===== src/hw/rtl/brq_pkg.sv =====
// brq_pkg: shared types, constants and popcount helper for the bit vector rank block
// no dependencies; used by brq_front, brq_queue, brq_back and bitvector_rank_query
`timescale 1ns / 1ps
`default_nettype none

package brq_pkg;

  localparam int BLOCK_W = 8;
  localparam int OFF_W   = 3;
  localparam int POS_W   = 14;
  localparam int BLK_W   = POS_W - OFF_W;
  localparam int POP_W   = 4;
  localparam int Q_DEPTH = 2;

  localparam logic [POS_W-1:0] COUNT_MAX = {POS_W{1'b1}};

  localparam logic CMD_LOAD  = 1'b0;
  localparam logic CMD_QUERY = 1'b1;

  // one classified query waiting for the back end
  typedef struct packed {
    logic             ok;
    logic [OFF_W-1:0] off;
    logic [BLK_W-1:0] blk;
  } query_t;

  // set bits among bits 0..off of a block
  function automatic logic [POP_W-1:0] pop_upto(input logic [BLOCK_W-1:0] bits,
                                                input logic [OFF_W-1:0] off);
    logic [POP_W-1:0] n;
    n = '0;
    for (int i = 0; i < BLOCK_W; i++) begin
      if (OFF_W'(i) <= off) begin
        n = n + POP_W'(bits[i]);
      end
    end
    return n;
  endfunction

endpackage

`default_nettype wire


===== src/hw/rtl/brq_back.sv =====
// brq_back: reads block and prefix for each in-range query, adds the partial popcount,
// holds the result in an output register; uses brq_pkg
`timescale 1ns / 1ps
`default_nettype none

module brq_back #(
  parameter int AW = 10
) (
  input  wire logic                      clk,
  input  wire logic                      rst,
  input  wire logic                      pop_valid,
  output logic                           pop_ready,
  input  wire brq_pkg::query_t           pop_data,
  output logic                           ram_re,
  output logic [AW-1:0]                  ram_raddr,
  input  wire logic [brq_pkg::BLOCK_W+brq_pkg::POS_W-1:0] ram_rdata,
  output logic                           out_valid,
  input  wire logic                      out_ready,
  output logic [brq_pkg::POS_W-1:0]      rank_value,
  output logic                           rank_valid
);

  logic                       s1_valid;
  logic                       s1_ok;
  logic [brq_pkg::OFF_W-1:0]  s1_off;
  logic                       s1_adv;
  logic [brq_pkg::BLOCK_W-1:0] rd_block;
  logic [brq_pkg::POS_W-1:0]  rd_prefix;
  logic [brq_pkg::POS_W:0]    sum;
  logic [brq_pkg::POS_W-1:0]  sum_sat;

  assign s1_adv    = !out_valid || out_ready;
  assign pop_ready = !s1_valid || s1_adv;
  // ram output holds while the read stage stalls since no new read is issued
  assign ram_re    = pop_valid && pop_ready && pop_data.ok;
  assign ram_raddr = AW'(pop_data.blk);

  assign rd_block  = ram_rdata[brq_pkg::BLOCK_W+brq_pkg::POS_W-1:brq_pkg::POS_W];
  assign rd_prefix = ram_rdata[brq_pkg::POS_W-1:0];
  assign sum = {1'b0, rd_prefix}
             + (brq_pkg::POS_W + 1)'(brq_pkg::pop_upto(rd_block, s1_off));
  assign sum_sat = (sum > {1'b0, brq_pkg::COUNT_MAX}) ?
                   brq_pkg::COUNT_MAX : sum[brq_pkg::POS_W-1:0];

  always_ff @(posedge clk) begin
    if (rst) begin
      s1_valid  <= 1'b0;
      out_valid <= 1'b0;
    end else begin
      if (pop_ready) begin
        s1_valid <= pop_valid;
      end
      if (s1_valid && s1_adv) begin
        out_valid <= 1'b1;
      end else if (out_ready) begin
        out_valid <= 1'b0;
      end
    end
  end

  always_ff @(posedge clk) begin
    if (pop_ready && pop_valid) begin
      s1_ok  <= pop_data.ok;
      s1_off <= pop_data.off;
    end
    if (s1_valid && s1_adv) begin
      rank_valid <= s1_ok;
      rank_value <= s1_ok ? sum_sat : '0;
    end
  end

  a_invalid_zero: assert property (@(posedge clk) disable iff (rst)
    out_valid && !rank_valid |-> rank_value == '0)
    else $error("invalid rank result carries a non-zero value");

  a_stage_moves: assert property (@(posedge clk) disable iff (rst)
    s1_valid && s1_adv |=> out_valid)
    else $error("read stage advanced without filling output register");

endmodule

`default_nettype wire


===== config.mk =====
export PLATFORM = sky130hd
export DESIGN_NAME = brq_back
export DESIGN_NICKNAME = d
export VERILOG_FILES = /design/src/hw/rtl/brq_pkg.sv /design/src/hw/rtl/brq_back.sv
export SDC_FILE = /design/constraint.sdc
export NUM_CORES = 1
export LEC_CHECK = 0
export CAP_MARGIN = 0
export CORE_MARGIN = 2
export CORE_UTILIZATION = 30
export CTS_CLUSTER_DIAMETER = 80
export DETAILED_ROUTE_END_ITERATION = 7
export DONT_BUFFER_PORTS = 1
export GPL_TIMING_DRIVEN = 1
export PLACE_DENSITY = 0.45
export SLEW_MARGIN = 20
export SYNTH_ARGS = -nofsm -noshare
export SYNTH_HDL_FRONTEND = slang
export SYNTH_SLANG_ARGS = --single-unit

===== constraint.sdc =====
create_clock -name clk -period 7.9 [get_ports clk]
set_input_delay 2.37 -clock clk [delete_from_list [all_inputs] [get_ports clk]]
set_output_delay 2.37 -clock clk [all_outputs]
set_load 0.05 [all_outputs]

==> results of run 1 <==
worst paths after layout:
kind	depth (start not counted)	slack, ns	startpoint	endpoint
worst max-delay path	29	0.20	ram_rdata[15]	rank_value[13]$_SDFFCE_PN0P_
worst min-delay path	0	0.49	s1_ok$_DFFE_PP_	rank_valid$_DFFE_PP_
worst max register to register	30	1.55	s1_off[1]$_DFFE_PP_	rank_value[13]$_SDFFCE_PN0P_
worst min register to register	0	0.49	s1_ok$_DFFE_PP_	rank_valid$_DFFE_PP_
stage by stage:
stage	std cells	utilization (%)	setup TNS, ns	total power [µW]
after floorplan	214	-	0	278.1
after global placement	293	33.62	-2.184	314.2
after detailed placement	293	33.62	-1.992	313.5
after CTS	297	34.38	0	387.2
after global routing	305	39.23	-0.3390	462.0
final	305	39.23	0	428.9
per-layer routing:
| layer | part of all wire [%] | vias up |
|---|---|---|
| met1 | 45 | 716 |
| met5 | 0 | - |
| li1 | - | 800 |
| met3 | 5.8 | 2 |
| met2 | 49 | 30 |
| met4 | 0.42 | 0 |
registers in the layout, summed over array words and instances, names as in the netlist:
register / flops
s1_off: 3
out_valid: 1
s1_ok: 1
s1_valid: 1
rank_valid: 1
rank_value: 14
logic make-up (layout without fill, tap and decap cells):
family	after synthesis	after routing	share of synthesized area [%]
buf+inv	28	42	9.079
xor+xnor	17	17	7.556
fa+ha+maj	20	20	13.08
mux	10	10	5.397
compound gates	48	48	15.37
simple gates	70	70	18.54
flops	21	21	30.98
power groups by stage:
stage	Sequential [µW]	Combinational, µW	Clock (µW)
6_report	151	206	72.1
5_1_grt	152	230	80.1
4_1_cts	152	161	75.0
3_5_place_dp	154	160	0
3_3_place_gp	154	160	0
2_1_floorplan	153	125	0
critical path, delay by kind of cell:
kind	cells	cell delay, ns
adder cells (fa/ha/maj)	9	2.19
AO/OA/AOI/OAI	8	1.10
multiplexers	3	0.87
AND/OR/NAND/NOR	6	0.68
XOR/XNOR	3	0.51
placed cells by master, fill, tap and decap left out, types with 2 or more instances in the layout:
cell      instances
a211oi_2          3
a21o_1            3
a21oi_1          18
a21oi_2           6
and2_1            2
and3_1            6
and4_1            2
buf_4            28
buf_6             3
clkbuf_8          3
dfxtp_1           2
edfxtp_1         19
ha_1             11
ha_4              7
inv_1             7
mux2_2            2
mux2_4            3
mux2i_1           5
nand2_1          13
nand2_4           3
nand3_1           7
nand4_1           3
nor2_1            8
nor2_2            2
nor2_4            2
nor2b_1           4
nor3_1            3
nor3_2            2
o21ai_0           2
o21ai_1           2
xnor2_1           5
xnor2_2           3
xor2_1            9
cell type report:
cell class	count	area share (%)
inverters	7	1.055
clock inverters	1	0.3014
repair buffers	31	9.794
clock buffers	3	1.657
multi-input cells	165	58.81
flip-flops and latches	21	24.51
well taps	77	3.867
timing repair:
item | CTS | global route
setup endpoints to repair | 0 | 14
setup buffers | 0 | 8
resized for setup | 0 | 46
==> reports/metrics.yaml, run 1 <==
status:
  outcome: "completed"
drt:
  drc: 0
  wl_per_cell_um: 14.68
  antenna_left: 0
  via_per_inst: 5.075
  dr.pass1.iters: 4
  num_vias: 1548
  drt_iter0_drc: 35
  totalWireLength_mm: 4.477
sta:
  relSlewSlack_pct: 64.98
  hold_ws_ns: 0.4936
  worst_slew_pin_slew_ns: 0.5248
  setup_viol: 0
  maxSlewViolCount: 0
  post-route-min-period_ns: 7.704
  finalCritPeriodShare_pct: 97.52
  fmax_mhz: 129.8
  fin_ws_ns: 0.1958
  finClkSkew_ns: 0.003949
  rsz0062_at_grt: "true"
  hold_violations: 0
floorplan:
  io_pins: 69
  die_y_um: 85.05
  coreArea_um2: 6350
  die_w_um: 85.05
  start_util_pct: 31.03
  die_area_um2: 7234
  num_rows: 29
synthesis:
  syn_area_per_cell_um2: 9.209
  syn_nets: 275
  yosysTopAreaCellShare_pct: 28.95
  synthTopCellsByCount: "23 x a21oi_1, 19 x edfxtp_1, 19 x ha_1"
  synth_edf_count: 19
  synth_cell_types: 48
  syn_area_um2: 1971
  synthArstFlopShare_pct: 0
  ys_seq_area_share_pct: 30.98
  synth_top_cell_by_area: "edfxtp_1"
  synth_flop_cell: "edfxtp_1"
  ys.warnings.count: 0
  post-synth-top-count-cell: "a21oi_1"
  synth-seq-cells: 21
  yosys-top-cells-area: "edfxtp_1 29%, ha_1 12%, a21oi_1 5.8%"
  synthesis.instances: 214
global_route:
  grt_pass1_wl_mm: 6.920
  grt-busiest-layer: "met2"
  grt_antenna_before_repair: 0
  overflow: 0
  first_global_vias: 1494
  grt_use_met3_pct: 3.891
  grt.met1_usage_pct: 15.39
  grt.total_usage_pct: 11.69
  grt_max_degree: 28
  use_met2_pct: 18.89
hold_path:
  min_path_type: "reg2reg"
final_layout:
  multi_input_area_um2: 1465
  fin_area_um2: 2491
  syn2layout_area_growth_pct: 26.41
  fillers: 604
  register_area_um2: 610.6
  final_layout_size_suffix_gt1_share_pct: 35.53
  diodes: 0
  nets: 290
placed_design:
  gp_congestion: 0.7722
  numPortBuffers: 0
  pre_cts_ws_ns: -0.2121
  placed_area_um2: 2135
  detailed_place_hpwl_mm: 3.220
setup_path:
  critPathMaxFanout: 3
  required_ns: 7.92
  worst_path_max_delay_cell: "ha_1"
  critical_path_class: "in2reg"
  crit_path_end_kind: "register"
  arrival_ns: 7.73
  crit_top_cell: "ha_4"
  start_kind: "input pin"
  cpPeakStageDelay_ns: 0.32
cts:
  tritoncts: "yes"
  clock_latency_ns: 0.26
  cts_buffers: 3
  clk_pin_slew_ns: 0.08
  htree_levels: 1
  clkSinkCount: 21
  hold_buffers: 0
  clk_path_buf_depth: 2
  clockRootBuffer: "clkbuf_8"
pwr:
  ir_worst_vdd_v: 0.00008521
  p_comb_share_pct: 47.9
  switching_share_pct: 35.93
  pwr_density_cell_nw_per_um2: 172.2
  p_seq_share_pct: 35.3
  p_switching_uw: 154.1
  power_frac_clock_pct: 16.8
  p_int_uw: 274.8
  power_leakage_uw: 0.001021
job:
  maxCapViolations: 0
(Power assumes the default switching activity.)
==> inputs of run 2 (changes only) <==
--- a/config.mk
+++ b/config.mk
@@ -12,7 +12,6 @@
 export DETAILED_ROUTE_END_ITERATION = 7
 export DONT_BUFFER_PORTS = 1
 export GPL_TIMING_DRIVEN = 1
-export PLACE_DENSITY = 0.45
 export SLEW_MARGIN = 20
 export SYNTH_ARGS = -nofsm -noshare
 export SYNTH_HDL_FRONTEND = slang
==> reports/metrics.yaml, run 2 (same netlist as run 1, synthesis figures left out) <==
status:
  outcome: "completed"
hold_path:
  min_path_type: "reg2reg"
  min_from: "s1_ok$_DFFE_PP_"
global_route:
  grt_pass1_wl_mm: 6.568  # -5.1%
  grt.total_usage_pct: 10.84  # -0.85 points
  overflow: 0  # unchanged
  first_global_vias: 1513  # +1.3%
  grt_max_degree: 28  # unchanged
  grt_antenna_before_repair: 0  # unchanged
floorplan:
  coreArea_um2: 6350  # unchanged
  die_w_um: 85.05  # unchanged
  start_util_pct: 31.03  # unchanged
  die_area_um2: 7234  # unchanged
  io_pins: 69  # unchanged
  die_y_um: 85.05  # unchanged
  num_rows: 29  # unchanged
final_layout:
  fin_area_um2: 2316  # -7.0%
  final_cell_mix: "19 x a21oi_1, 19 x edfxtp_1, 17 x buf_4"
  fillers: 628  # +4.0%
  nets: 278  # -4.1%
  register_area_um2: 610.6  # unchanged
  reg_top3: "rank_value (14), s1_off (3)"
  syn2layout_area_growth_pct: 17.52
  multi_input_area_um2: 1388  # -5.3%
  postLayoutCoreUtil_pct: 36.47  # -2.8 points
  final_layout_size_suffix_gt1_share_pct: 26.39  # -9.1 points
  largest_reg_flops: 14  # unchanged
  top_register: "rank_value"
  diodes: 0  # unchanged
setup_path:
  crit_path_end_kind: "register"
  critical_path_class: "in2reg"
  worstSetupStartpoint: "ram_rdata[15]"
  arrival_ns: 7.68  # -0.05 ns
  start_kind: "input pin"
  critPathMaxFanout: 3  # unchanged
  cp_top_family: "adder cells"
  ff2ff_setup_slack_ns: 1.60  # +0.05 ns
  worst_path_max_delay_cell: "ha_1"
  required_ns: 7.91  # about the same
  crit_top_cell: "ha_4"
  timing.critical_path.buf_inv: 1  # +1
  cpPeakStageDelay_ns: 0.32  # about the same
  r2r-start: "s1_off[1]$_DFFE_PP_"
placed_design:
  numPortBuffers: 0  # unchanged
  detailed_place_hpwl_mm: 3.049  # -5.3%
  pre_cts_ws_ns: -0.1814  # +0.03061 ns
  placed_area_um2: 2097  # -1.8%
  gp_congestion: 0.7831  # +1.4%
drt:
  dr.pass1.iters: 4  # unchanged
  wl_per_cell_um: 14.25  # -2.9%
  drt_iter0_drc: 75  # +110%
  num_vias: 1535  # -0.84%
  totalWireLength_mm: 4.175  # -6.7%
  via_per_inst: 5.239  # +3.2%
  drc: 0  # unchanged
  antenna_left: 0  # unchanged
cts:
  htree_levels: 1  # unchanged
  clock_latency_ns: 0.25  # about the same
  clockRootBuffer: "clkbuf_8"
  clkSinkCount: 21  # unchanged
  cts_buffers: 3  # unchanged
  tritoncts: "yes"
  hold_buffers: 0  # unchanged
  clk_pin_slew_ns: 0.07  # about the same
  clk_path_buf_depth: 2  # unchanged
sta:
  rsz0062_at_grt: "true"
  post-route-min-period_ns: 7.671  # -0.03333 ns
  fin_ws_ns: 0.2291  # +0.03333 ns
  setup-tns-final_ns: 0  # unchanged
  fmax_mhz: 130.4  # +0.43%
  worst_slew_pin_slew_ns: 0.5075  # -0.01738 ns
  setup_viol: 0  # unchanged
  hold_violations: 0  # unchanged
  maxSlewViolCount: 0  # unchanged
  finClkSkew_ns: 0.004124  # +0.0001749 ns
  relSlewSlack_pct: 66.12  # +1.1 points
  finalCritPeriodShare_pct: 97.10  # -0.42 points
pwr:
  ir_worst_vdd_v: 0.00008971  # +5.3%
  power_uw: 398.1  # -7.2%
  pwr_density_cell_nw_per_um2: 171.9  # -0.15%
  power_leakage_uw: 0.0009294  # -9.0%
job:
  maxCapViolations: 0  # unchanged
-- run 2: cell count changes in the layout (fill, tap and decap cells not counted), sizes merged --
cell,delta
buf,-12
clkbuf,+1
clkinvlp,-1
-- run 2: worst paths after layout --
check	to	cells past startpoint
max	rank_value[13]$_SDFFCE_PN0P_	30
min	rank_valid$_DFFE_PP_	0
max reg2reg	rank_value[13]$_SDFFCE_PN0P_	31
min reg2reg	rank_valid$_DFFE_PP_	0
-- run 2: final cells by class --
type,instances,share of cell area [%]
sequential,21,26.36
multi-input combinational,165,59.91
clock buffer,4,1.945
timing repair buffer,19,6.483
inverter,7,1.135
tap,77,4.160
-- run 2: timing repair --
item / in CTS / in global routing
setup endpoints to repair: 0 / 14
resized for setup: 0 / 32
buffers inserted: 0 / 2
-- run 2: power breakdown --
group / internal [µW] / total (µW) / switching [µW] / leakage, µW
clock network: 35.8 / 67.9 / 32.0 / 0.0000228
registers: 131 / 151 / 20.4 / 0.000199
logic: 90.6 / 179 / 88.4 / 0.000707
total: 257 / 398 / 141 / 0.000929
-- run 2: through the flow --
stage / instances / hold WS, ns
floorplan: 214 / 0.4412
global route: 293 / 0.5099
global placement: 288 / 0.4701
detailed placement: 288 / 0.4759
CTS: 292 / 0.4948
finish: 293 / 0.4863
-- run 2: routing by layer --
metal,global-route usage [%],up-vias,part of all wire [%]
met2,19.18,28,51
met1,12.95,733,44
li1,-,770,-
met5,0,-,0
met4,2.886,0,1.3
met3,2.918,4,4.1
==> inputs of run 3 (changes only) <==
--- a/config.mk
+++ b/config.mk
@@ -16,3 +16,4 @@
 export SYNTH_ARGS = -nofsm -noshare
 export SYNTH_HDL_FRONTEND = slang
 export SYNTH_SLANG_ARGS = --single-unit
+export TNS_END_PERCENT = 5
==> constraint.sdc (replaced) <==
create_clock -name clk -period 7.9 [get_ports clk]
set_input_delay 0.395 -clock clk [delete_from_list [all_inputs] [get_ports clk]]
set_output_delay 0.395 -clock clk [all_outputs]
set_load 0.05 [all_outputs]
==> reports/metrics.yaml, run 3 (same netlist as run 1, synthesis figures left out) <==
sta:
  finClkSkew_ns: 0.0009809  # -0.003143 ns
  fin_ws_ns: 0.9514  # +0.7223 ns
  hold_violations: 0  # unchanged
  post-route-min-period_ns: 6.949  # -0.7223 ns
  setup_viol: 0  # unchanged
  finalCritPeriodShare_pct: 87.96  # -9.1 points
  fmax_mhz: 143.9  # +10%
  worst_slew_pin_slew_ns: 0.6330  # +0.1255 ns
  relSlewSlack_pct: 57.52  # -8.6 points
  rsz0062_at_grt: "false"
  setup-tns-final_ns: 0  # unchanged
  maxSlewViolCount: 0  # unchanged
final_layout:
  diodes: 0  # unchanged
  largest_reg_flops: 14  # unchanged
  final_common_cell: "a21oi_1"
  final_layout_size_suffix_gt1_share_pct: 8.416  # -18 points
  final_cell_mix: "23 x a21oi_1, 19 x ha_1, 19 x edfxtp_1"
  postLayoutCoreUtil_pct: 31.45  # -5.0 points
  multi_input_area_um2: 1181  # -15%
  reg_top3: "rank_value (14), s1_off (3)"
  nets: 264  # -5.0%
  top_register: "rank_value"
  fillers: 653  # +4.0%
  register_area_um2: 610.6  # unchanged
  syn2layout_area_growth_pct: 1.334
hold_path:
  min_path_type: "in2reg"
  min_from: "rst"
setup_path:
  r2r-start: "s1_off[0]$_DFFE_PP_"
  r2r_end: "rank_value[9]$_SDFFCE_PN0P_"
  worst_path_max_delay_cell: "or3_2"
  r2r_cells: 31  # unchanged
  crit_path_end_kind: "register"
  cpPeakStageDelay_ns: 0.47  # +0.15 ns
  critPathMaxFanout: 11  # +8
  ff2ff_setup_slack_ns: 0.95  # -0.65 ns
  crit_end: "rank_value[9]$_SDFFCE_PN0P_"
  crit_top_cell: "ha_1"
  worstSetupStartpoint: "s1_off[0]$_DFFE_PP_"
  required_ns: 7.90  # about the same
  arrival_ns: 6.95  # -0.73 ns
  start_kind: "register"
  critical_path_class: "reg2reg"
pwr:
  ir_worst_vdd_v: 0.00007215  # -20%
  p_int_uw: 222.0  # -14%
  switching_share_pct: 35.04  # -0.33 points
  p_comb_share_pct: 35.7  # -9.3 points
  power_frac_clock_pct: 19.9  # +2.9 points
  p_seq_share_pct: 44.4  # +6.4 points
  power_leakage_uw: 0.0008118  # -13%
  p_switching_uw: 119.8  # -15%
  pwr_density_cell_nw_per_um2: 171.2  # -0.42%
global_route:
  grt.total_usage_pct: 10.59  # -0.25 points
  grt_antenna_before_repair: 0  # unchanged
  first_global_vias: 1347  # -11%
  grt_pass1_wl_mm: 6.299  # -4.1%
  overflow: 0  # unchanged
  grt_max_degree: 27  # -3.6%
cts:
  htree_levels: 1  # unchanged
  cts_setup_buffers: 0  # unchanged
  clk_pin_slew_ns: 0.07  # about the same
  clk_path_buf_depth: 2  # unchanged
  cts_resized: 0  # unchanged
  hold_buffers: 0  # unchanged
  clkSinkCount: 21  # unchanged
  cts_buffers: 3  # unchanged
  clockRootBuffer: "clkbuf_8"
  tritoncts: "yes"
  clock_latency_ns: 0.25  # about the same
floorplan:
  die_area_um2: 7234  # unchanged
  die_w_um: 85.05  # unchanged
  io_pins: 69  # unchanged
  coreArea_um2: 6350  # unchanged
  start_util_pct: 31.03  # unchanged
  die_y_um: 85.05  # unchanged
  num_rows: 29  # unchanged
drt:
  wl_per_cell_um: 13.58  # -4.7%
  dr.pass1.iters: 4  # unchanged
  totalWireLength_mm: 3.790  # -9.2%
  antenna_left: 0  # unchanged
  via_per_inst: 5.136  # -2.0%
  drt_iter0_drc: 88  # +17%
  drc: 0  # unchanged
  num_vias: 1433  # -6.6%
placed_design:
  gp_congestion: 0.7227  # -7.7%
  pre_cts_ws_ns: 0.8973  # +1.079 ns
  numPortBuffers: 0  # unchanged
  detailed_place_hpwl_mm: 2.906  # -4.7%
job:
  maxCapViolations: 0  # unchanged
status:
  outcome: "completed"
[run 3: critical path: cells and delay by family, from the launching register on]
| kind | cells | cell delay (ns) |
|---|---|---|
| DFF | 1 | 0.38 |
| muxes | 4 | 1.07 |
| adders and majority gates | 7 | 1.97 |
| xor gates and xnor gates | 1 | 0.23 |
| buffers and inverters | 1 | 0.19 |
| and+or+nand+nor | 10 | 1.48 |
| AOI/OAI and AO/OA | 8 | 1.36 |
[run 3: power groups by stage]
stage,logic [µW],registers (µW),clock network [µW]
after floorplan,118,153,0
final,122,152,68.1
after detailed placement,122,154,0
after CTS,123,152,70.3
after global placement,120,154,0
after global routing,142,152,76.2
[run 3: stage by stage]
stage / hold slack (ns) / instance area, µm² / cells / power (µW)
final: 0.2014 / 1997 / 279 / 341.8
after global routing: 0.1906 / 1997 / 279 / 370.6
after CTS: 0.1921 / 1997 / 279 / 344.9
after detailed placement: 0.4693 / 1952 / 275 / 276.2
after global placement: 0.4686 / 1952 / 275 / 274.3
after floorplan: 0.4412 / 1971 / 214 / 271.2
[run 3: layout make-up]
| type | instances | area share (%) |
|---|---|---|
| multi-input cells | 165 | 59.15 |
| flip-flops and latches | 21 | 30.58 |
| well taps | 77 | 4.825 |
| repair buffers | 5 | 1.880 |
| inverters | 7 | 1.316 |
| clock buffers | 4 | 2.256 |
[run 3: how the worst min path moves through the flow]
stage	endpoint	slack (ns)	depth (start not counted)
CTS	s1_valid$_SDFFE_PP0N_	0.19	1
global placement	s1_valid$_SDFFE_PP0N_	0.47	1
detailed placement	s1_valid$_SDFFE_PP0N_	0.47	1
floorplan	rank_valid$_DFFE_PP_	0.44	0
global route	out_valid$_SDFFE_PP0P_	0.19	1
finish	s1_valid$_SDFFE_PP0N_	0.20	1
[run 3: metal layers]
layer  up-vias  part of all wire (%)  track usage, %
met3         6                   5.6           3.113
li1        745                     -               -
met2        34                    49           17.83
met1       648                    44           13.46
met5         -                     0               0
met4         0                  0.84           2.309
